--- config.mk ---
export PLATFORM = sky130hd
export DESIGN_NAME = abbreviation_trigger_matcher_flat
export DESIGN_NICKNAME = d
export VERILOG_FILES = /design/src/hw/rtl/atm_pkg.sv /design/src/hw/rtl/atm_if.sv /design/src/hw/rtl/atm_ctrl.sv /design/src/hw/rtl/atm_datapath.sv /design/src/hw/rtl/abbreviation_trigger_matcher.sv /design/src/flat_wrapper.sv
export SDC_FILE = /design/constraint.sdc
export NUM_CORES = 2
export LEC_CHECK = 0
export BUFFER_PORTS_ARGS = -buffer_cell sky130_fd_sc_hd__buf_4
export CORE_MARGIN = 5
export CORE_UTILIZATION = 40
export CTS_CLUSTER_SIZE = 40
export DETAILED_ROUTE_END_ITERATION = 10
export GPL_ROUTABILITY_DRIVEN = 0
export GPL_TIMING_DRIVEN = 1
export HOLD_SLACK_MARGIN = 0.03
export MAX_ROUTING_LAYER = met4
export PLACE_DENSITY = 0.64
export SETUP_SLACK_MARGIN = 0.5
export SLEW_MARGIN = 20
export SYNTH_ARGS = -nofsm -noshare
export SYNTH_HDL_FRONTEND = slang
export SYNTH_MEMORY_MAX_BITS = 65536
export SYNTH_SLANG_ARGS = --single-unit
--- constraint.sdc ---
create_clock -name clk -period 20.9 [get_ports clk]
set_input_delay 1.045 -clock clk [delete_from_list [all_inputs] [get_ports clk]]
set_output_delay 1.045 -clock clk [all_outputs]
set_load 0.01 [all_outputs]
--- src/hw/rtl/atm_pkg.sv ---
// Shared types and constants of the trigger matcher.
package atm_pkg;

    localparam int MAX_TRIGGERS = 32;
    localparam int TRIG_CHARS   = 16;
    localparam int ENTRY_W      = $clog2(MAX_TRIGGERS);
    localparam int POS_W        = $clog2(TRIG_CHARS);
    localparam int COUNT_W      = POS_W + 1;
    localparam int SCAN_W       = ENTRY_W + 1;
    localparam int ACT_W        = 6;
    localparam int ROW_W        = TRIG_CHARS * 8;

    localparam logic [7:0] CH_BACKSPACE = 8'h08;
    localparam logic [7:0] CH_TAB       = 8'h09;
    localparam logic [7:0] CH_NEWLINE   = 8'h0A;
    localparam logic [7:0] CH_DELETE    = 8'h7F;
    localparam logic [7:0] CH_NONE      = 8'h00;

    localparam logic       CMD_KEY  = 1'b0;
    localparam logic       CMD_LOAD = 1'b1;

    localparam logic [1:0] EV_NONE   = 2'd0;
    localparam logic [1:0] EV_FIRST  = 2'd1;
    localparam logic [1:0] EV_EXTEND = 2'd2;
    localparam logic [1:0] EV_FULL   = 2'd3;

    typedef enum logic [1:0] {
        ST_IDLE,
        ST_READ,
        ST_CMP,
        ST_DONE
    } state_t;

    typedef struct packed {
        logic accept;
        logic rd;
        logic cmp;
        logic finish;
        logic load_out;
    } ctl_cmd_t;

    typedef struct packed {
        logic is_append;
        logic scan_end;
        logic out_free;
    } ctl_status_t;

    typedef struct packed {
        logic               consume;
        logic               matched;
        logic [ENTRY_W-1:0] matched_index;
        logic [POS_W-1:0]   backspaces;
        logic [1:0]         match_event;
        logic               break_event;
    } result_t;

endpackage

--- src/hw/rtl/atm_if.sv ---
// Channel interfaces: key/load items, results and configuration writes.
interface atm_in_if import atm_pkg::*; ();
    logic               valid;
    logic               ready;
    logic               cmd;
    logic               pressed;
    logic [7:0]         key_char;
    logic [ENTRY_W-1:0] entry;
    logic [POS_W-1:0]   position;
    modport source (output valid, cmd, pressed, key_char, entry, position, input ready);
    modport sink   (input valid, cmd, pressed, key_char, entry, position, output ready);
endinterface

interface atm_out_if import atm_pkg::*; ();
    logic               valid;
    logic               ready;
    logic               consume;
    logic               matched;
    logic [ENTRY_W-1:0] matched_index;
    logic [POS_W-1:0]   backspaces;
    logic [1:0]         match_event;
    logic               break_event;
    modport source (output valid, consume, matched, matched_index, backspaces,
                    match_event, break_event, input ready);
    modport sink   (input valid, consume, matched, matched_index, backspaces,
                    match_event, break_event, output ready);
endinterface

interface atm_cfg_if import atm_pkg::*; ();
    logic             valid;
    logic             ready;
    logic [ACT_W-1:0] data;
    modport source (output valid, data, input ready);
    modport sink   (input valid, data, output ready);
endinterface

--- src/hw/rtl/atm_ctrl.sv ---
// Controller: sequences accept, table walk, result build and output load.
module atm_ctrl import atm_pkg::*; (
    input  logic        clk,
    input  logic        rst_n,
    input  logic        in_valid,
    output logic        in_ready,
    input  ctl_status_t status,
    output ctl_cmd_t    cmd
);

    state_t state_reg, state_next;

    always_ff @(posedge clk or negedge rst_n)
    begin
        if (!rst_n)
        begin
            state_reg <= ST_IDLE;
        end
        else
        begin
            state_reg <= state_next;
        end
    end

    always_comb
    begin
        state_next = state_reg;
        cmd        = '0;
        in_ready   = 1'b0;
        unique case (state_reg)
            ST_IDLE:
            begin
                in_ready = 1'b1;
                if (in_valid)
                begin
                    cmd.accept = 1'b1;
                    state_next = status.is_append ? ST_READ : ST_DONE;
                end
            end
            ST_READ:
            begin
                if (status.scan_end)
                begin
                    cmd.finish = 1'b1;
                    state_next = ST_DONE;
                end
                else
                begin
                    cmd.rd     = 1'b1;
                    state_next = ST_CMP;
                end
            end
            ST_CMP:
            begin
                cmd.cmp    = 1'b1;
                state_next = ST_READ;
            end
            ST_DONE:
            begin
                if (status.out_free)
                begin
                    cmd.load_out = 1'b1;
                    state_next   = ST_IDLE;
                end
            end
            default:
            begin
                state_next = ST_IDLE;
            end
        endcase
    end

endmodule

--- src/hw/rtl/atm_datapath.sv ---
// Datapath: typed buffer, trigger row memory, row compare and output register.
module atm_datapath import atm_pkg::*; (
    input  logic               clk,
    input  logic               rst_n,
    input  logic               in_cmd,
    input  logic               in_pressed,
    input  logic [7:0]         in_key_char,
    input  logic [ENTRY_W-1:0] in_entry,
    input  logic [POS_W-1:0]   in_position,
    input  logic               cfg_valid,
    input  logic [ACT_W-1:0]   cfg_data,
    input  logic               out_ready,
    output logic               out_valid,
    output result_t            out_data,
    input  ctl_cmd_t           cmd,
    output ctl_status_t        status
);

    logic [ROW_W-1:0]   trig_mem [MAX_TRIGGERS];
    logic [ROW_W-1:0]   row_reg;
    logic [7:0]         typed_reg [TRIG_CHARS];
    logic [COUNT_W-1:0] count_reg;
    logic [7:0]         ch_reg;
    logic [SCAN_W-1:0]  scan_reg;
    logic               exact_reg, prefix_reg, starts_reg;
    logic [ENTRY_W-1:0] idx_reg;
    logic [ACT_W-1:0]   act_reg;
    result_t            res_reg;
    result_t            res_next;
    result_t            out_reg;
    logic               out_valid_reg;

    logic               is_bs, is_brk, is_full, is_key;
    logic [ACT_W-1:0]   live;
    logic [TRIG_CHARS-1:0] hit;
    logic [7:0]         term_byte;
    logic               head, term, row_exact, row_prefix, row_start;

    assign is_key  = (in_cmd == CMD_KEY) && in_pressed;
    assign is_bs   = (in_key_char == CH_BACKSPACE);
    assign is_brk  = (in_key_char == CH_NONE) || (in_key_char == CH_TAB) ||
                     (in_key_char == CH_NEWLINE) || (in_key_char == CH_DELETE);
    assign is_full = (count_reg >= COUNT_W'(TRIG_CHARS));
    assign live    = (act_reg > ACT_W'(MAX_TRIGGERS)) ? ACT_W'(MAX_TRIGGERS) : act_reg;

    assign status.is_append = is_key && !is_bs && !is_brk && !is_full;
    assign status.scan_end  = exact_reg || (ACT_W'(scan_reg) >= live);
    assign status.out_free  = !out_valid_reg || out_ready;

    // Row compare: typed chars are never zero, so a full head match also
    // guarantees the trigger is at least as long as the buffer.
    always_comb
    begin
        term_byte = '0;
        for (int j = 0; j < TRIG_CHARS; j++)
        begin
            hit[j] = (row_reg[j*8 +: 8] == typed_reg[j]) || (COUNT_W'(j) >= count_reg);
            if (POS_W'(j) == count_reg[POS_W-1:0])
            begin
                term_byte = row_reg[j*8 +: 8];
            end
        end
        head       = &hit;
        term       = (count_reg == COUNT_W'(TRIG_CHARS)) || (term_byte == CH_NONE);
        row_exact  = head && term;
        row_prefix = head && !term;
        row_start  = (row_reg[7:0] == ch_reg);
    end

    // Result for the accept cycle or for the end of the table walk
    always_comb
    begin
        res_next = '0;
        if (cmd.accept)
        begin
            res_next.break_event = is_key && !is_bs &&
                                   (is_full || (is_brk && count_reg != '0));
        end
        else if (exact_reg)
        begin
            res_next.consume       = 1'b1;
            res_next.matched       = 1'b1;
            res_next.matched_index = idx_reg;
            res_next.backspaces    = POS_W'(count_reg - 1'b1);
            res_next.match_event   = EV_FULL;
        end
        else if (prefix_reg)
        begin
            res_next.match_event = (count_reg == COUNT_W'(1)) ? EV_FIRST : EV_EXTEND;
        end
        else
        begin
            res_next.break_event = 1'b1;
            res_next.match_event = starts_reg ? EV_FIRST : EV_NONE;
        end
    end

    // Control state
    always_ff @(posedge clk or negedge rst_n)
    begin
        if (!rst_n)
        begin
            count_reg     <= '0;
            act_reg       <= '0;
            out_valid_reg <= 1'b0;
            scan_reg      <= '0;
            exact_reg     <= 1'b0;
            prefix_reg    <= 1'b0;
            starts_reg    <= 1'b0;
        end
        else
        begin
            if (cfg_valid)
            begin
                act_reg <= cfg_data;
            end
            if (cmd.load_out)
            begin
                out_valid_reg <= 1'b1;
            end
            else if (out_ready)
            begin
                out_valid_reg <= 1'b0;
            end
            if (cmd.accept && is_key)
            begin
                scan_reg   <= '0;
                exact_reg  <= 1'b0;
                prefix_reg <= 1'b0;
                starts_reg <= 1'b0;
                if (is_bs)
                begin
                    if (count_reg != '0)
                    begin
                        count_reg <= count_reg - 1'b1;
                    end
                end
                else if (is_brk || is_full)
                begin
                    count_reg <= '0;
                end
                else
                begin
                    count_reg <= count_reg + 1'b1;
                end
            end
            if (cmd.cmp)
            begin
                scan_reg   <= scan_reg + 1'b1;
                exact_reg  <= exact_reg | row_exact;
                prefix_reg <= prefix_reg | row_prefix;
                starts_reg <= starts_reg | row_start;
            end
            if (cmd.finish)
            begin
                if (exact_reg)
                begin
                    count_reg <= '0;
                end
                else if (!prefix_reg)
                begin
                    count_reg <= starts_reg ? COUNT_W'(1) : '0;
                end
            end
        end
    end

    // Payload: memory, buffer, results
    always_ff @(posedge clk)
    begin
        if (cmd.accept && in_cmd == CMD_LOAD)
        begin
            trig_mem[in_entry][{in_position, 3'b000} +: 8] <= in_key_char;
        end
        if (cmd.rd)
        begin
            row_reg <= trig_mem[scan_reg[ENTRY_W-1:0]];
        end
        if (cmd.cmp && row_exact && !exact_reg)
        begin
            idx_reg <= scan_reg[ENTRY_W-1:0];
        end
        if (cmd.accept || cmd.finish)
        begin
            res_reg <= res_next;
        end
        if (cmd.accept)
        begin
            ch_reg <= in_key_char;
            if (status.is_append)
            begin
                typed_reg[count_reg[POS_W-1:0]] <= in_key_char;
            end
        end
        if (cmd.finish && !exact_reg && !prefix_reg && starts_reg)
        begin
            typed_reg[0] <= ch_reg;
        end
        if (cmd.load_out)
        begin
            out_reg <= res_reg;
        end
    end

    assign out_valid = out_valid_reg;
    assign out_data  = out_reg;

endmodule

--- src/hw/rtl/abbreviation_trigger_matcher.sv ---
// Top level of the abbreviation trigger matcher.
// One item at a time. Load items, key releases, backspace, break keys and
// overflow skip the table walk. An appended key walks the trigger row
// memory one entry at a time (registered read, then compare of all 16
// positions), stopping at the first exact hit or after the last of at
// most 32 active entries. A result waits in an output register; the next
// key is taken once it is loaded.
// Configuration writes are accepted every cycle.
module abbreviation_trigger_matcher import atm_pkg::*; (
    input  logic      clk,
    input  logic      rst_n,
    atm_in_if.sink    keys,
    atm_out_if.source results,
    atm_cfg_if.sink   cfg
);

    ctl_cmd_t    cmd;
    ctl_status_t status;
    result_t     out_data;

    assign cfg.ready = 1'b1;

    atm_ctrl u_ctrl (
        .clk      (clk),
        .rst_n    (rst_n),
        .in_valid (keys.valid),
        .in_ready (keys.ready),
        .status   (status),
        .cmd      (cmd)
    );

    atm_datapath u_dp (
        .clk         (clk),
        .rst_n       (rst_n),
        .in_cmd      (keys.cmd),
        .in_pressed  (keys.pressed),
        .in_key_char (keys.key_char),
        .in_entry    (keys.entry),
        .in_position (keys.position),
        .cfg_valid   (cfg.valid),
        .cfg_data    (cfg.data),
        .out_ready   (results.ready),
        .out_valid   (results.valid),
        .out_data    (out_data),
        .cmd         (cmd),
        .status      (status)
    );

    assign results.consume       = out_data.consume;
    assign results.matched       = out_data.matched;
    assign results.matched_index = out_data.matched_index;
    assign results.backspaces    = out_data.backspaces;
    assign results.match_event   = out_data.match_event;
    assign results.break_event   = out_data.break_event;

endmodule

--- src/flat_wrapper.sv ---
// flat-port wrapper written by rule: the top's interface ports become plain ports
module abbreviation_trigger_matcher_flat import atm_pkg::*;
  (clk, rst_n, keys_valid, keys_cmd, keys_pressed, keys_key_char, keys_entry, keys_position, keys_ready, results_valid, results_consume, results_matched, results_matched_index, results_backspaces, results_match_event, results_break_event, results_ready, cfg_valid, cfg_data, cfg_ready);
  atm_in_if keys_i ();
  atm_out_if results_i ();
  atm_cfg_if cfg_i ();
  input  logic clk;
  input  logic rst_n;
  input wire logic [$bits(keys_i.valid)-1:0] keys_valid;
  input wire logic [$bits(keys_i.cmd)-1:0] keys_cmd;
  input wire logic [$bits(keys_i.pressed)-1:0] keys_pressed;
  input wire logic [$bits(keys_i.key_char)-1:0] keys_key_char;
  input wire logic [$bits(keys_i.entry)-1:0] keys_entry;
  input wire logic [$bits(keys_i.position)-1:0] keys_position;
  output wire logic [$bits(keys_i.ready)-1:0] keys_ready;
  output wire logic [$bits(results_i.valid)-1:0] results_valid;
  output wire logic [$bits(results_i.consume)-1:0] results_consume;
  output wire logic [$bits(results_i.matched)-1:0] results_matched;
  output wire logic [$bits(results_i.matched_index)-1:0] results_matched_index;
  output wire logic [$bits(results_i.backspaces)-1:0] results_backspaces;
  output wire logic [$bits(results_i.match_event)-1:0] results_match_event;
  output wire logic [$bits(results_i.break_event)-1:0] results_break_event;
  input wire logic [$bits(results_i.ready)-1:0] results_ready;
  input wire logic [$bits(cfg_i.valid)-1:0] cfg_valid;
  input wire logic [$bits(cfg_i.data)-1:0] cfg_data;
  output wire logic [$bits(cfg_i.ready)-1:0] cfg_ready;
  assign keys_i.valid = keys_valid;
  assign keys_i.cmd = keys_cmd;
  assign keys_i.pressed = keys_pressed;
  assign keys_i.key_char = keys_key_char;
  assign keys_i.entry = keys_entry;
  assign keys_i.position = keys_position;
  assign keys_ready = keys_i.ready;
  assign results_valid = results_i.valid;
  assign results_consume = results_i.consume;
  assign results_matched = results_i.matched;
  assign results_matched_index = results_i.matched_index;
  assign results_backspaces = results_i.backspaces;
  assign results_match_event = results_i.match_event;
  assign results_break_event = results_i.break_event;
  assign results_i.ready = results_ready;
  assign cfg_i.valid = cfg_valid;
  assign cfg_i.data = cfg_data;
  assign cfg_ready = cfg_i.ready;
  abbreviation_trigger_matcher u_core (.clk(clk), .rst_n(rst_n), .keys(keys_i), .results(results_i), .cfg(cfg_i));
endmodule
Yosys cells after proc, flatten, opt, wreduce, memory -nomap -nowiden
Memory sizes are Yosys's and may differ from the RTL's. A register that Yosys moved wholly into a read port is not among the register bits.
Cells that the tools add are included.
- register bits after elaboration: 64
- bits in writable memories: 4224
- output and inout bits: 17
- word-level logic and storage cells: 221
- memories kept: 2
- add/subtract/negate cells: 4
- $lt $le $gt $ge: 19
- equal/unequal tests: 43
- shift-type cells: 2
- mux-type cells: 66
- bitwise operators: 5
- reductions and logical operators: 58
- memory list (memory ; words ; width ; rd ports ; clocked after Yosys merged registers in ; wr ports ; line ; text):
    u_core.u_dp.trig_mem ; 32 ; 128 ; 1 ; 1 ; 1 ; atm_datapath.sv:19 ; logic [ROW_W-1:0] trig_mem [MAX_TRIGGERS];
    u_core.u_dp.typed_reg ; 16 ; 8 ; 16 ; 0 ; 1 ; atm_datapath.sv:21 ; logic [7:0] typed_reg [TRIG_CHARS];
- operators by type and width (operator ; count):
    8-bit equality test ; 17
    8-bit 2-to-1 mux ; 17
    128-bit 2-to-1 mux ; 1
    8-bit by 9-bit variable shift with 128-bit output, first input constant ; 1
    8-bit by 9-bit variable part select with 128-bit output ; 1
    4-bit by 5-bit greater-or-equal comparator with 1-bit output, first input constant ; 8
    5-bit 2-to-1 mux ; 7
    4-bit equality test, first input constant ; 8
    1-bit 2-to-1 mux ; 29
    1-bit logical OR ; 25
    8-bit by 4-bit equality test with 1-bit output, second input constant ; 3
    3-bit by 5-bit greater-or-equal comparator with 1-bit output, first input constant ; 4
    6-bit 2-to-1 mux ; 3
    3-bit by 4-bit equality test with 1-bit output, first input constant ; 4
    8-bit logical NOT ; 2
    16-bit AND reduction ; 1
    1-bit logical AND ; 15
    2-bit 2-to-1 mux ; 6
    11-bit 2-to-1 mux ; 1
    1-bit by 5-bit greater-or-equal comparator with 1-bit output, first input constant ; 2
    2-bit by 5-bit greater-or-equal comparator with 1-bit output, first input constant ; 2
    7-bit negator with 9-bit output ; 1
    2-bit by 4-bit equality test with 1-bit output, first input constant ; 2
    8-bit by 7-bit equality test with 1-bit output, second input constant ; 1
    25 further kinds ; 36

Logic depth before layout (Yosys ltp)
- depth in word-level cells: 23
- depth in mapped cells: 14

Cells and area by module
A second synthesis with hierarchy kept.
- cell total of the unflattened synthesis: 7959
- area, all modules: 172287.7 um^2
- by module, submodules not included (module ; times used ; cells each ; area an instance (um^2) ; sequential area each (um^2)):
    atm_datapath ; 1 ; 7941 ; 172131.3 ; 132382.0
    atm_ctrl ; 1 ; 16 ; 145.1 ; 50.0
    abbreviation_trigger_matcher ; 1 ; 2 ; 11.3 ; 0.0

Worst setup path before layout
Ideal clock, no wire load.
- kind: register -> register
- start point: register u_core.u_dp.scan_reg[0]
- end point: register u_core.u_dp.row_reg[0], read port of u_core.u_dp.trig_mem, enable pin
- setup time: 0.798 ns
- arrival time: 11.435 ns
- setup slack: 8.666 ns
- stages on the path, launching flop included: 13
- buffers on the path: 3
- path through: dfrtp_1 -> buf_2 -> buf_2 -> buf_2 -> inv_1 -> ha_1 -> nand2b_1 -> a21o_1 -> a21o_1 -> a21o_1 -> a21oi_1 -> o21ai_1 -> nor3b_1
- RTL lines (item ; line ; text):
    from (decl) ; atm_datapath.sv:24 ; logic [SCAN_W-1:0] scan_reg;
    from (signal assigned) ; atm_datapath.sv:149 ; scan_reg <= scan_reg + 1'b1;
    to (decl) ; atm_datapath.sv:20 ; logic [ROW_W-1:0] row_reg;

Worst setup path after layout
- start point: register u_core.u_dp.scan_reg[0]
- end point: register u_core.u_dp.row_reg[49], read port of u_core.u_dp.trig_mem, data pin
- word-level cells in the longest chain between the ends: 4
- ends and longest elaborated chain (item ; line ; text):
    6-bit greater-or-equal comparator ; atm_datapath.sv:47 ; assign status.scan_end = exact_reg || (ACT_W'(scan_reg) >= live);
    1-bit logical OR ; atm_datapath.sv:47 ;
    1-bit 2-to-1 mux ; atm_ctrl.sv:42 ; if (status.scan_end)
    1-bit 2-to-1 mux ; atm_ctrl.sv:30 ; unique case (state_reg)
Parallel ways exist; a longest one is shown, timed or not.
A chain may end at the register's enable or synchronous reset.

==> reports/metrics.cfg <==
[sta]
finalSetupViolCount=0
post-route-min-period_ns=7.84
slew_viol_final=0
fin_crit_sh_pct=37.5
rsz0062_at_grt=false
tightest_slew_ns=1.19
final.setup.worst_slack_ns=13.06
finalHoldViolCount=0
max_slew_margin_pct=20.3
tns_ns=0
fin_worst_skew_ns=0.0654
fmax_mhz=128

[setup_path]
cp-end-kind=register
crit_type=reg -> reg
max_stage_delay_ns=0.97
crit_slowest_cell=dfrtp_4
crit_path_cell_trace=buf_4, buf_12, buf_4, buf_4, buf_4, buf_4, mux4_2, mux4_2, mux2_2
crit_family=buffers and inverters
startpoint_type=register
crit_required_ns=21.63
crit_arrival_ns=8.58
cp_num_buf_inv=6
crit_top_cell=buf_4
path_max_fanout=110

[floorplanning]
die_y_um=665
die_w_um=665
die_area_um2=442000
ios=47
start_util_pct=40.2
core_region_area_um2=428000
rows=240

[job]
maxCapViolCount=0

[drt]
vias_per_cell=5.87
vias=81600
routed_wl_um=440000
drc=2
drtPass1Iterations=11
drtIter0Drc=10400
wl_per_cell_um=31.6
drtAntennaViolNets=0

[power]
p_clk_share_pct=34.2
p_sw_w=0.00586
combPwrFrac_pct=19.5
seq_power_share_pct=46.3
p_per_area_nw_per_um2=114
ir_drop_mv=0.105
power.leakage_nw=59.3
p_sw_share_pct=26.7
power_w=0.0220
p_int_w=0.0161

[global_routing]
gr-usage-all-layers_pct=20.0
grt_max_degree=137
grt_pass1_vias=81000
grt_pass1_wl_um=620000
antenna_found_initial=32
grt_overflow=0

[yosys]
syn_inst=7624
ys_seq_area_share_pct=77.1
yosys_warnings=0
synth_ff_type=edfxtp_1
synth_mux_area_share_pct=17.7
avgSynthCellArea_um2=22.5
synth-simple-area-share_pct=2.50
synth_top_family_by_area=multiplexers
synth.lib_cells_used.distinct=70
syn-num-nets=7669
async_flop_share_pct=0.521
synth_xor_area_share_pct=0.714
syn_area_um2=172000
synth-edff-count=4391
ys_seq_elements=4414
synth_compound_area_share_pct=0.712
synth_fa_ha_area_share_pct=0.109

[final_layout]
final_nets=7875
final_cell_mix=4391 x edfxtp_1, 1280 x mux4_2, 552 x nor2_1, 436 x clkbuf_16, 199 x buf_4
layout_commonest_cell=edfxtp_1
drive_gt1_share_pct=29.7
largest_reg_flops=4096
area_growth_pct=12.4

[outcome]
status=finished with violations
violations=DRC

[clock_tree]
clk_latency_ns=1.00
cts_buffers=433
clk_path_buf_depth=4
htree_levels=5
cts-root-buf=clkbuf_16
clk_pin_slew_ns=0.06
cts_sinks=4414
cts_tree=yes

[placed_design]
port_buffers=45
hpwl_um=264000
dp_slack_ns=12.70

[hold_path]
hold_path_class=in -> reg

## worst min-delay path: stages
cell	delay [ns]
buf_4	0.08
nand2_1	0.04
o21ai_0	0.06
## layer usage
metal,up-vias,global-route usage [%],share of wire [%]
met3,811,3.80,9.4
met5,-,-,0
met2,4410,30.3,48
li1,32400,-,-
met4,0,7.66,4.1
met1,44000,27.2,39
## final cells by class
class / count / area, um^2
antenna: 26 / 65.1
clock buffer: 529 / 11300
clock inverter: 270 / 2350
fill: 35200 / 235000
inverter: 18 / 70.1
multi-input combinational: 2751 / 37900
sequential: 4414 / 132000
tap: 5687 / 7120
timing repair buffer: 212 / 1710
## power groups by stage
stage / combinational (W) / sequential (W) / clock (W)
4_1_cts: 0.00435 / 0.0102 / 0.00762
2_1_floorplan: 0.00320 / 0.0101 / 0
6_report: 0.00429 / 0.0102 / 0.00752
3_3_place_gp: 0.00430 / 0.0104 / 0
5_1_grt: 0.00453 / 0.0102 / 0.00799
3_5_place_dp: 0.00432 / 0.0104 / 0
## kinds of logic after synthesis
logic type,count (synthesis)
other,1
AOI/OAI and AO/OA,185
adders and majority gates,15
buffers and inverters,459
muxes,1424
xor gates and xnor gates,140
and+or+nand+nor,986
DFF,4414
## cells in the mapped netlist, types with 17 or more instances
library cell  count  area [um^2]
a21oi_1          46          230
and2_1           74          463
buf_1            40          150
buf_2           117          586
clkbuf_1        276         1040
dfrtp_1          23          576
edfxtp_1       4391       132000
mux2_2          142         1600
mux4_2         1280        28800
nand2_1         110          413
nand2b_1         20          125
nand3_1          17         85.1
nand4_1          29          181
nor2_1          644         2420
nor2b_1          17          106
nor4_1           25          156
o21ai_0          36          180
xnor2_1          88          771
xor2_1           52          455
## path summary, 6_finish.rpt
| path | startpoint | to | slack (ns) | cells after the start |
|---|---|---|---|---|
| max | u_core.u_dp.scan_reg[0] | u_core.u_dp.row_reg[49] | 13.06 | 9 |
| min | cfg_data[5] | u_core.u_dp.act_reg[5] | 0.33 | 3 |
| max reg2reg | u_core.u_dp.scan_reg[0] | u_core.u_dp.row_reg[49] | 13.06 | 9 |
| min reg2reg | u_core.u_dp.res_reg[9] | u_core.u_dp.out_data[9] | 0.42 | 0 |
| max in group asynchronous | rst_n | u_core.u_dp.scan_reg[2] | 19.97 | 2 |
| min in group asynchronous | rst_n | u_core.u_dp.count_reg[3] | 0.56 | 2 |
## metrics by stage
stage                     utilization, %  instance area, um^2  std cells  hold slack, ns
after floorplan                        -               172000       7624           0.400
after global placement              41.8               179000      13100           0.405
after detailed placement            41.9               179000      13100           0.405
after CTS                           45.0               193000      13900           0.251
after global routing                45.1               193000      13900           0.309
final                               45.1               193000      13900           0.332
## repair_timing
action / CTS / global route
endpoints found under the setup margin: 0 / 0
setup buffers: 0 / 0
endpoints found under the hold margin: 23 / 0
hold buffers: 1 / 0
resized for setup: 0 / 0
Power figures use the tool's default switching activity.
